$ cat src/hdl/msg_pkg.sv
// package for the signed graph spin update unit: types, constants, codes
package msg_pkg;

  localparam int NODES_DEF      = 1024;
  localparam int MAX_DEGREE_DEF = 8;
  localparam int LEVELS         = 8;

  typedef enum logic [2:0] {
    MODE_ADD_EDGE = 3'd0,
    MODE_SET_THR  = 3'd1,
    MODE_SET_SPIN = 3'd2,
    MODE_UPDATE   = 3'd3,
    MODE_COMMIT   = 3'd4,
    MODE_MEASURE  = 3'd5
  } mode_t;

  typedef enum logic [1:0] {
    ST_OK       = 2'd0,
    ST_OVERFLOW = 2'd1,
    ST_SELF     = 2'd2,
    ST_RANGE    = 2'd3
  } status_t;

  localparam logic CFG_DEFERRED = 1'b0;
  localparam logic CFG_NODES    = 1'b1;

  typedef enum logic [3:0] {
    S_IDLE,
    S_CLEAR,
    S_DECODE,
    S_EDGE_RD,
    S_EDGE_WR,
    S_UPD_RD,
    S_UPD_NB,
    S_UPD_ACC,
    S_UPD_DEC,
    S_COMMIT,
    S_MEAS_NODE,
    S_MEAS_NB,
    S_MEAS_ACC,
    S_DONE
  } state_t;

  // control from the sequencer to the shared accumulator
  typedef struct packed {
    logic clear;
    logic add;
    logic sub;
  } acc_ctl_t;

endpackage

$ cat src/hdl/msg_accum.sv
// shared saturating-free accumulator for neighbor sums and energy
module msg_accum #(
  parameter int W = 16
) (
  input  logic                clk,
  input  msg_pkg::acc_ctl_t   ctl,
  input  logic signed [1:0]   term,
  output logic signed [W-1:0] total
);

  logic signed [W-1:0] acc;

  always_ff @(posedge clk) begin
    if (ctl.clear) begin
      acc <= '0;
    end else if (ctl.add) begin
      acc <= acc + W'(term);
    end else if (ctl.sub) begin
      acc <= acc - W'(term);
    end
  end

  assign total = acc;

endmodule

$ cat config.mk
export PLATFORM = sky130hd
export DESIGN_NAME = msg_accum
export DESIGN_NICKNAME = d
export VERILOG_FILES = /design/src/hdl/msg_pkg.sv /design/src/hdl/msg_accum.sv
export SDC_FILE = /design/constraint.sdc
export NUM_CORES = 1
export LEC_CHECK = 0
export BUFFER_PORTS_ARGS = -buffer_cell sky130_fd_sc_hd__clkbuf_2
export CORE_MARGIN = 10
export CORE_UTILIZATION = 55
export CTS_CLUSTER_DIAMETER = 40
export DETAILED_ROUTE_END_ITERATION = 7
export GPL_TIMING_DRIVEN = 0
export PLACE_DENSITY = 0.78
export SLEW_MARGIN = 20
export SYNTH_ARGS = -nofsm -noshare
export SYNTH_HDL_FRONTEND = slang
export SYNTH_SLANG_ARGS = --single-unit
$ cat constraint.sdc
create_clock -name clk -period 3.55 [get_ports clk]
set_input_delay 0.1775 -clock clk [delete_from_list [all_inputs] [get_ports clk]]
set_output_delay 0.1775 -clock clk [all_outputs]
set_load 0.01 [all_outputs]
==> flow_summary.ini, run 1 <==
[clock_tree]
root_buffer = clkbuf_4
numCtsBuffers = 3
clock-sinks = 16
clockBufferDepth = 2
insertion_delay_ns = 0.28
post-cts-setup-buffers = 0
cts-resized-gates = 0
cts_tree = done
htreeDepth = 1
clk_pin_slew_ns = 0.09
hold_buffers = 0

[yosys]
synth_area_per_cell_um2 = 7.72
syn-cell-area_um2 = 1390
synth_edf_count = 0
netlist_top_cells_area = dfxtp_1 23%, ha_1 15%, a21oi_1 7.6%
ys_types = 44
async_flop_share = 0
synth_top_area_frac = 0.231
synth-seq-cells = 16
yosys_warnings = 0
synth-seq-area-share = 0.231
yosys.area.top_type = dfxtp_1
ys.flop_type = dfxtp_1
postSynthCellCount = 180
syn_nets = 204

[global_routing]
grt_pass1_wl_um = 6150
antenna_found_initial = 0
grt.total_usage = 0.145
grt_max_degree = 18
first_global_vias = 1374
grt.overflow.total = 0

[detailed_routing]
postRouteAntennaNets = 0
drtIter0Drc = 71
drc = 0
drt-total-wl_um = 3550
first_pass_iters = 4
post_drt_wl_per_cell_um = 15.2
num_vias = 1404
vias_per_cell = 6.00

[cells_and_area]
drive_gt1_frac = 0.142
fin_cells = 234
largest_register_ffs = 16
antennaDiodeCount = 0
fin_area_um2 = 1550
area_growth_pct = 11.9
nets = 230

[placed_design]
dpl-instance-area_um2 = 1530
placedCellCount = 231
port_buffers = 21
gp_congestion = 0.873
dp_hpwl_um = 2760
post-place-ws_ns = 0.577

[floorplan]
start_util = 0.571
pin_count = 22
die_w_um = 70.3
row_count = 18
coreArea_um2 = 2430
dieArea_um2 = 4940
die_h_um = 70.3

[hold_path]
worstHoldPathCells = 4
whs_endpoint = total[0]
hold_start = term[0]
worstHoldPathType = input port to flip-flop

[pwr]
powerDensity_nw_per_um2 = 504
p_leak_nw = 0.737
irDropWorstVdd_mv = 0.314

[timing]
fin_ws_ns = 0.853
max_slew_margin = 0.511
worst_pin_slew_ns = 0.731
final_hold_viol_count = 0
post-route-min-period_ns = 2.70
rsz0062_at_grt = false
final_max_slew_viol_count = 0
setup_viol = 0
period_share = 0.760
clock.fmax_ghz = 0.371
finClkSkew_ns = 0.00210
setup_tns_ns = 0

[critical_path]
cp-start-kind = input port
cp-end-kind = flip-flop
crit_arrival_ns = 2.87
cp_top_family = multiplexers
reg2reg_slack_ns = 1.03
required_ns = 3.72
cpMaxStageDelayCell = or4b_1
crit_path_max_incr_delay_ns = 0.47
r2r_cells = 8
r2r-end = total[12]
crit_chain = clkbuf_2 > inv_1 > ha_1 > mux2_2 > ha_1 > clkbuf_1 > nand2_1 > o21ai_0 > a31oi_1 > or4b_1 > o311ai_1 > mux2_1
r2r-start = total[0]
crit_top_cell = ha_1
worst-setup-path-type = input port to flip-flop
critPathMaxFanout = 17
critical_path_buf_inv_count = 3

[flow_run]
cap_viol_max_count = 0

[status]
status = completed
## worst register-to-register path, cell delays in order, from the launching register on
cell      delay (ns)
dfxtp_1         0.33
ha_1            0.23
fa_1            0.45
a211oi_1        0.33
o21bai_1        0.17
a41o_1          0.31
a21oi_1         0.22
nor4_1          0.07
a211o_1         0.29
## stage by stage
step / hold WS [ns] / util / total power, mW
floorplan: 0.470 / - / 0.572
global placement: 0.456 / 0.630 / 0.667
detailed placement: 0.470 / 0.630 / 0.686
CTS: 0.312 / 0.639 / 0.787
global route: 0.341 / 0.639 / 0.857
finish: 0.312 / 0.639 / 0.782
## Yosys cell counts (all sizes together), types with 2 or more instances
cell type / n
a211oi: 6
a21o: 5
a21oi: 21
a22o: 2
a31oi: 3
clkbuf: 8
dfxtp: 16
ha: 17
inv: 2
mux2: 2
mux2i: 3
nand2: 24
nand3: 6
nor2: 17
nor3: 4
nor4: 2
nor4b: 2
o21ai: 10
o21bai: 2
xnor2: 5
xor2: 3
## logic make-up (layout without fill, tap and decap cells)
family / count (synthesis) / count (layout) / synth area share
AND/OR/NAND/NOR: 63 / 63 / 0.210
AO/OA/AOI/OAI: 60 / 60 / 0.277
adder cells (fa/ha/maj): 18 / 18 / 0.168
flip-flops: 16 / 16 / 0.231
buffers and inverters: 10 / 34 / 0.0270
XOR/XNOR: 8 / 8 / 0.0505
multiplexers: 5 / 5 / 0.0378
## final cells by class
type | instances | area, µm²
Buffer | 8 | 30.0
Sequential cell | 16 | 320
Timing Repair Buffer | 21 | 105
Multi-Input combinational cell | 154 | 1030
Inverter | 2 | 7.51
Clock buffer | 3 | 22.5
Fill cell | 225 | 878
Tap cell | 30 | 37.5
## cell usage in the layout, fill, tap and decap left out, drive strengths merged, types with 2 or more instances in the layout
cell | netlist | routed
nor3 | 4 | 4
a21o | 5 | 5
a211oi | 6 | 6
a22o | 2 | 2
nand3 | 6 | 6
mux2i | 3 | 3
ha | 17 | 17
clkbuf | 8 | 32
a21oi | 21 | 21
o21bai | 2 | 2
nand2 | 24 | 24
a31oi | 3 | 3
mux2 | 2 | 2
inv | 2 | 2
o21ai | 10 | 10
nor2 | 17 | 17
nor4b | 2 | 2
nor4 | 2 | 2
xnor2 | 5 | 5
dfxtp | 16 | 16
xor2 | 3 | 3
## where the power goes
| group | internal [mW] | switching (mW) | total [mW] |
|---|---|---|---|
| Sequential | 0.220 | 0.0339 | 0.253 |
| Clock | 0.0393 | 0.0567 | 0.0960 |
| Combinational | 0.181 | 0.252 | 0.433 |
## worst max path at each step
stage / slack [ns] / cells after the start / from / to
after floorplan: 0.95 / 10 / term[1] / total[15]
after CTS: 0.88 / 11 / term[1] / total[15]
after detailed placement: 0.58 / 11 / term[1] / total[15]
after global placement: 0.64 / 12 / term[1] / total[15]
after global routing: 0.69 / 11 / term[1] / total[15]
final: 0.85 / 12 / term[1] / total[15]
## layer usage
metal,GRT usage,up-vias,share of wire
met2,0.245,31,0.47
li1,-,715,-
met5,0,-,0
met3,0.0353,6,0.061
met4,0.0504,0,0.012
met1,0.171,652,0.45
Note: power is estimated with default switching activity, not from simulation.
==> run 2: changes to the inputs <==
- clock period: 3.55 -> 2.8 ns (I/O delays scaled with it)
==> flow_summary.ini, run 2 (synthesized netlist as in run 1, its figures left out) <==
[status]
status = completed

[clock_tree]
clockBufferDepth = 2
htreeDepth = 1
root_buffer = clkbuf_4
insertion_delay_ns = 0.29
cts_tree = done
clk_pin_slew_ns = 0.09
numCtsBuffers = 3
clock-sinks = 16
hold_buffers = 0

[placed_design]
port_buffers = 21
placedCellCount = 231
dp_hpwl_um = 2760
gp_congestion = 0.873
post-place-ws_ns = -0.135

[floorplan]
coreArea_um2 = 2430
start_util = 0.571
die_h_um = 70.3
die_w_um = 70.3
row_count = 18
dieArea_um2 = 4940
pin_count = 22

[pwr]
p_int_mw = 0.559
pwr-share-comb = 0.554
power_mw = 0.998
seq_power_share = 0.322
power_frac_clock = 0.124
switching_share = 0.440
p_leak_nw = 0.737
irDropWorstVdd_mv = 0.402
switchingPower_mw = 0.439
powerDensity_nw_per_um2 = 640

[detailed_routing]
vias_per_cell = 6.03
num_vias = 1411
drtIter0Drc = 95
postRouteAntennaNets = 0
drt-total-wl_um = 3580
drc = 0
post_drt_wl_per_cell_um = 15.3
first_pass_iters = 4

[hold_path]
hold_start = term[0]
whs_endpoint = total[0]
worstHoldPathCells = 4
worstHoldPathType = input port to flip-flop

[timing]
clock.fmax_ghz = 0.381
max_slew_margin = 0.518
setup_tns_ns = 0
worst_pin_slew_ns = 0.720
rsz0062_at_grt = false
finClkSkew_ns = 0.00407
final_hold_viol_count = 0
setup_viol = 0
final_max_slew_viol_count = 0
fin_ws_ns = 0.175
period_share = 0.937
post-route-min-period_ns = 2.62

[global_routing]
grt.total_usage = 0.145
first_global_vias = 1374
antenna_found_initial = 0
grt_pass1_wl_um = 6150
grt_max_degree = 18
grt.overflow.total = 0

[flow_run]
cap_viol_max_count = 0

[critical_path]
required_ns = 2.98
reg2reg_slack_ns = 0.27
crit_chain = clkbuf_2 > inv_1 > ha_1 > mux2_2 > ha_1 > a31oi_1 > o21ai_0 > a31oi_2 > or4b_1 > o311ai_1 > mux2_1
crit_top_cell = ha_1
crit_arrival_ns = 2.80
cp-end-kind = flip-flop
crit_path_max_incr_delay_ns = 0.46
worst-setup-path-type = input port to flip-flop
r2r-end = total[12]
r2r-start = total[0]
cpMaxStageDelayCell = or4b_1
r2r_cells = 8
cp-start-kind = input port
critPathMaxFanout = 17

[cells_and_area]
final_common_cell = nand2_1
final_cell_mix = 24 x nand2_1, 21 x a21oi_1, 21 x clkbuf_2
antennaDiodeCount = 0
drive_gt1_frac = 0.147
area_growth_pct = 12.3
nets = 230
largest_register_ffs = 16
fin_cells = 234
## run 2: cell types whose count changed in the layout (fill, tap and decap cells not counted)
cell	delta
a31oi_1	-1
a31oi_2	+1
## run 2: power groups by stage
stage	registers (mW)	clock network, mW	logic (mW)
3_3_place_gp	0.321	0	0.524
3_5_place_dp	0.326	0	0.543
4_1_cts	0.321	0.129	0.547
6_report	0.321	0.124	0.553
5_1_grt	0.329	0.140	0.622
2_1_floorplan	0.344	0	0.382
## run 2: what timing repair did
action / CTS / global route
setup buffers: 0 / 0
setup endpoints to repair: 0 / 1
resized for setup: 0 / 1
## run 2: how the worst max path moves through the flow
stage / start / to / cells past startpoint / slack (ns)
final: term[1] / total[15] / 11 / 0.18
after global routing: term[1] / total[15] / 11 / 0.03
after CTS: term[1] / total[15] / 11 / 0.17
after detailed placement: term[1] / total[15] / 11 / -0.14
after global placement: term[1] / total[15] / 12 / -0.07
after floorplan: term[1] / total[15] / 10 / 0.24
## run 2: per-layer routing
layer | up-vias | share of wire | GRT usage
li1 | 712 | - | -
met1 | 653 | 0.44 | 0.171
met2 | 39 | 0.48 | 0.245
met3 | 7 | 0.065 | 0.0353
met4 | 0 | 0.013 | 0.0504
met5 | - | 0 | 0
## run 2: worst max-delay path, delay by kind of cell
family          cells  cell delay (ns)
mux                 2             0.78
buf+inv             2             0.14
compound gates      4             0.69
fa+ha+maj           2             0.59
simple gates        1             0.46
## run 2: layout make-up
cell class / instances / area, µm²
Multi-Input combinational cell: 154 / 1040
Fill cell: 224 / 872
Sequential cell: 16 / 320
Timing Repair Buffer: 21 / 105
Tap cell: 30 / 37.5
Buffer: 8 / 30.0
Clock buffer: 3 / 22.5
Inverter: 2 / 7.51
## run 2: metrics by stage
step | util | hold slack, ns | instance area (µm²)
after global placement | 0.630 | 0.456 | 1530
after floorplan | - | 0.433 | 1390
after global routing | 0.641 | 0.304 | 1560
after CTS | 0.639 | 0.274 | 1550
final | 0.641 | 0.272 | 1560
after detailed placement | 0.630 | 0.470 | 1530
==> run 3: changes to the inputs <==
- CELL_PAD_IN_SITES_DETAIL_PLACEMENT: not set -> 1
- CELL_PAD_IN_SITES_GLOBAL_PLACEMENT: not set -> 1
- CORE_UTILIZATION: 55 -> 41
- PLACE_DENSITY: 0.78 -> 0.8
==> flow_summary.ini, run 3 (synthesized netlist as in run 1, its figures left out) <==
[status]
status = completed

[cells_and_area]
seqCellArea_um2 = 320
area_growth_pct = 13.8
nets = 230
fin_area_um2 = 1580
postLayoutCoreUtil = 0.477
fillers = 441
multi_input_area_um2 = 1040
final_cell_mix = 24 x nand2_1, 21 x a21oi_1, 21 x clkbuf_2
final_common_cell = nand2_1
largest_register_ffs = 16
antennaDiodeCount = 0
drive_gt1_frac = 0.147
fin_cells = 250

[critical_path]
critical_path_buf_inv_count = 2
crit_top_cell = ha_1
cpMaxStageDelayCell = or4b_1
cp-startpoint = term[1]
crit_arrival_ns = 2.81
worst-setup-path-type = input port to flip-flop
crit_chain = clkbuf_2 > inv_1 > ha_1 > mux2_2 > ha_1 > a31oi_1 > o21ai_0 > a31oi_2 > or4b_1 > o311ai_1 > mux2_1
critPathMaxFanout = 17
cp-end-kind = flip-flop
crit_path_max_incr_delay_ns = 0.46
r2r_cells = 8
required_ns = 2.98
cp_top_family = multiplexers
r2r-end = total[12]
reg2reg_slack_ns = 0.30
cp-start-kind = input port
r2r-start = total[0]

[placed_design]
dpl-instance-area_um2 = 1550
port_buffers = 21
gp_congestion = 0.849
placedCellCount = 247
dp_hpwl_um = 3170

[hold_path]
whs_endpoint = total[0]
worstHoldPathCells = 4
hold_start = term[0]
worstHoldPathType = input port to flip-flop

[detailed_routing]
drc = 0
postRouteAntennaNets = 0
drt-total-wl_um = 3990
first_pass_iters = 4
drtIter0Drc = 59
post_drt_wl_per_cell_um = 16.0
num_vias = 1413
vias_per_cell = 5.65

[timing]
max_slew_margin = 0.484
setup_viol = 0
finClkSkew_ns = 0.00377
final_max_slew_viol_count = 0
rsz0062_at_grt = false
final_hold_viol_count = 0
clock.fmax_ghz = 0.381
post-route-min-period_ns = 2.63
worst_pin_slew_ns = 0.771
whs_ns = 0.293
period_share = 0.938

[global_routing]
grt.total_usage = 0.132
grt_pass1_wl_um = 6750
grt_max_degree = 18
use_met1 = 0.149
busiest_layer = met2
first_global_vias = 1467
antenna_found_initial = 0
grt.overflow.total = 0
use_met2 = 0.229
groute.layer.met3.usage = 0.0364

[floorplan]
coreArea_um2 = 3310
die_w_um = 78.2
die_h_um = 78.2
start_util = 0.420
dieArea_um2 = 6120
row_count = 21
pin_count = 22

[clock_tree]
clk_pin_slew_ns = 0.09
post-cts-setup-buffers = 0
htreeDepth = 1
insertion_delay_ns = 0.29
clockBufferDepth = 2
root_buffer = clkbuf_4
cts_tree = done
clock-sinks = 16
numCtsBuffers = 3

[pwr]
irDropWorstVdd_mv = 0.215
p_leak_nw = 0.737
powerDensity_nw_per_um2 = 636

[flow_run]
cap_viol_max_count = 0
## run 3: cell counts in the layout (fill, tap and decap cells not counted)
Identical to the previous run, type by type.
## run 3: metrics by stage
step | power (mW) | worst slack [ns] | TNS, ns
after floorplan | 0.726 | 0.242 | 0
after global placement | 0.855 | -0.121 | -0.121
after detailed placement | 0.884 | -0.172 | -0.172
after CTS | 1.02 | 0.145 | 0
after global routing | 1.11 | 0.0355 | 0
final | 1.01 | 0.173 | 0
## run 3: repair_timing
| action | 4_1_cts | 5_1_grt |
|---|---|---|
| hold buffers | 0 | 0 |
| endpoints found under the setup margin | 0 | 1 |
| resized for setup | 0 | 1 |
## run 3: worst max-delay path by stage
stage,to,cells after the start,slack (ns)
floorplan,total[15],10,0.24
global placement,total[15],12,-0.12
detailed placement,total[15],12,-0.17
CTS,total[15],12,0.14
global route,total[15],11,0.04
finish,total[15],11,0.17
## run 3: final cells by class
type                            instances  share of cell area
Multi-Input combinational cell        154               0.656
Sequential cell                        16               0.203
Timing Repair Buffer                   21              0.0665
Tap cell                               46              0.0364
Buffer                                  8              0.0190
Clock buffer                            3              0.0143
Inverter                                2             0.00475
## run 3: power by group
| part | total (mW) | internal (mW) | switching (mW) | leakage [nW] |
|---|---|---|---|---|
| logic | 0.561 | 0.232 | 0.329 | 0.591 |
| clock network | 0.124 | 0.0501 | 0.0735 | 0.0138 |
| registers | 0.321 | 0.278 | 0.0430 | 0.133 |
| total | 1.01 | 0.560 | 0.445 | 0.737 |
## run 3: per-layer routing
| layer | vias up | share of wire |
|---|---|---|
| met5 | - | 0 |
| li1 | 716 | - |
| met4 | 0 | 0.013 |
| met1 | 675 | 0.45 |
| met2 | 18 | 0.49 |
| met3 | 4 | 0.050 |
## run 3: worst min-delay path, cell delays in order
cell,delay (ns)
clkbuf_2,0.09
ha_1,0.13
nand2_1,0.05
a21oi_1,0.13
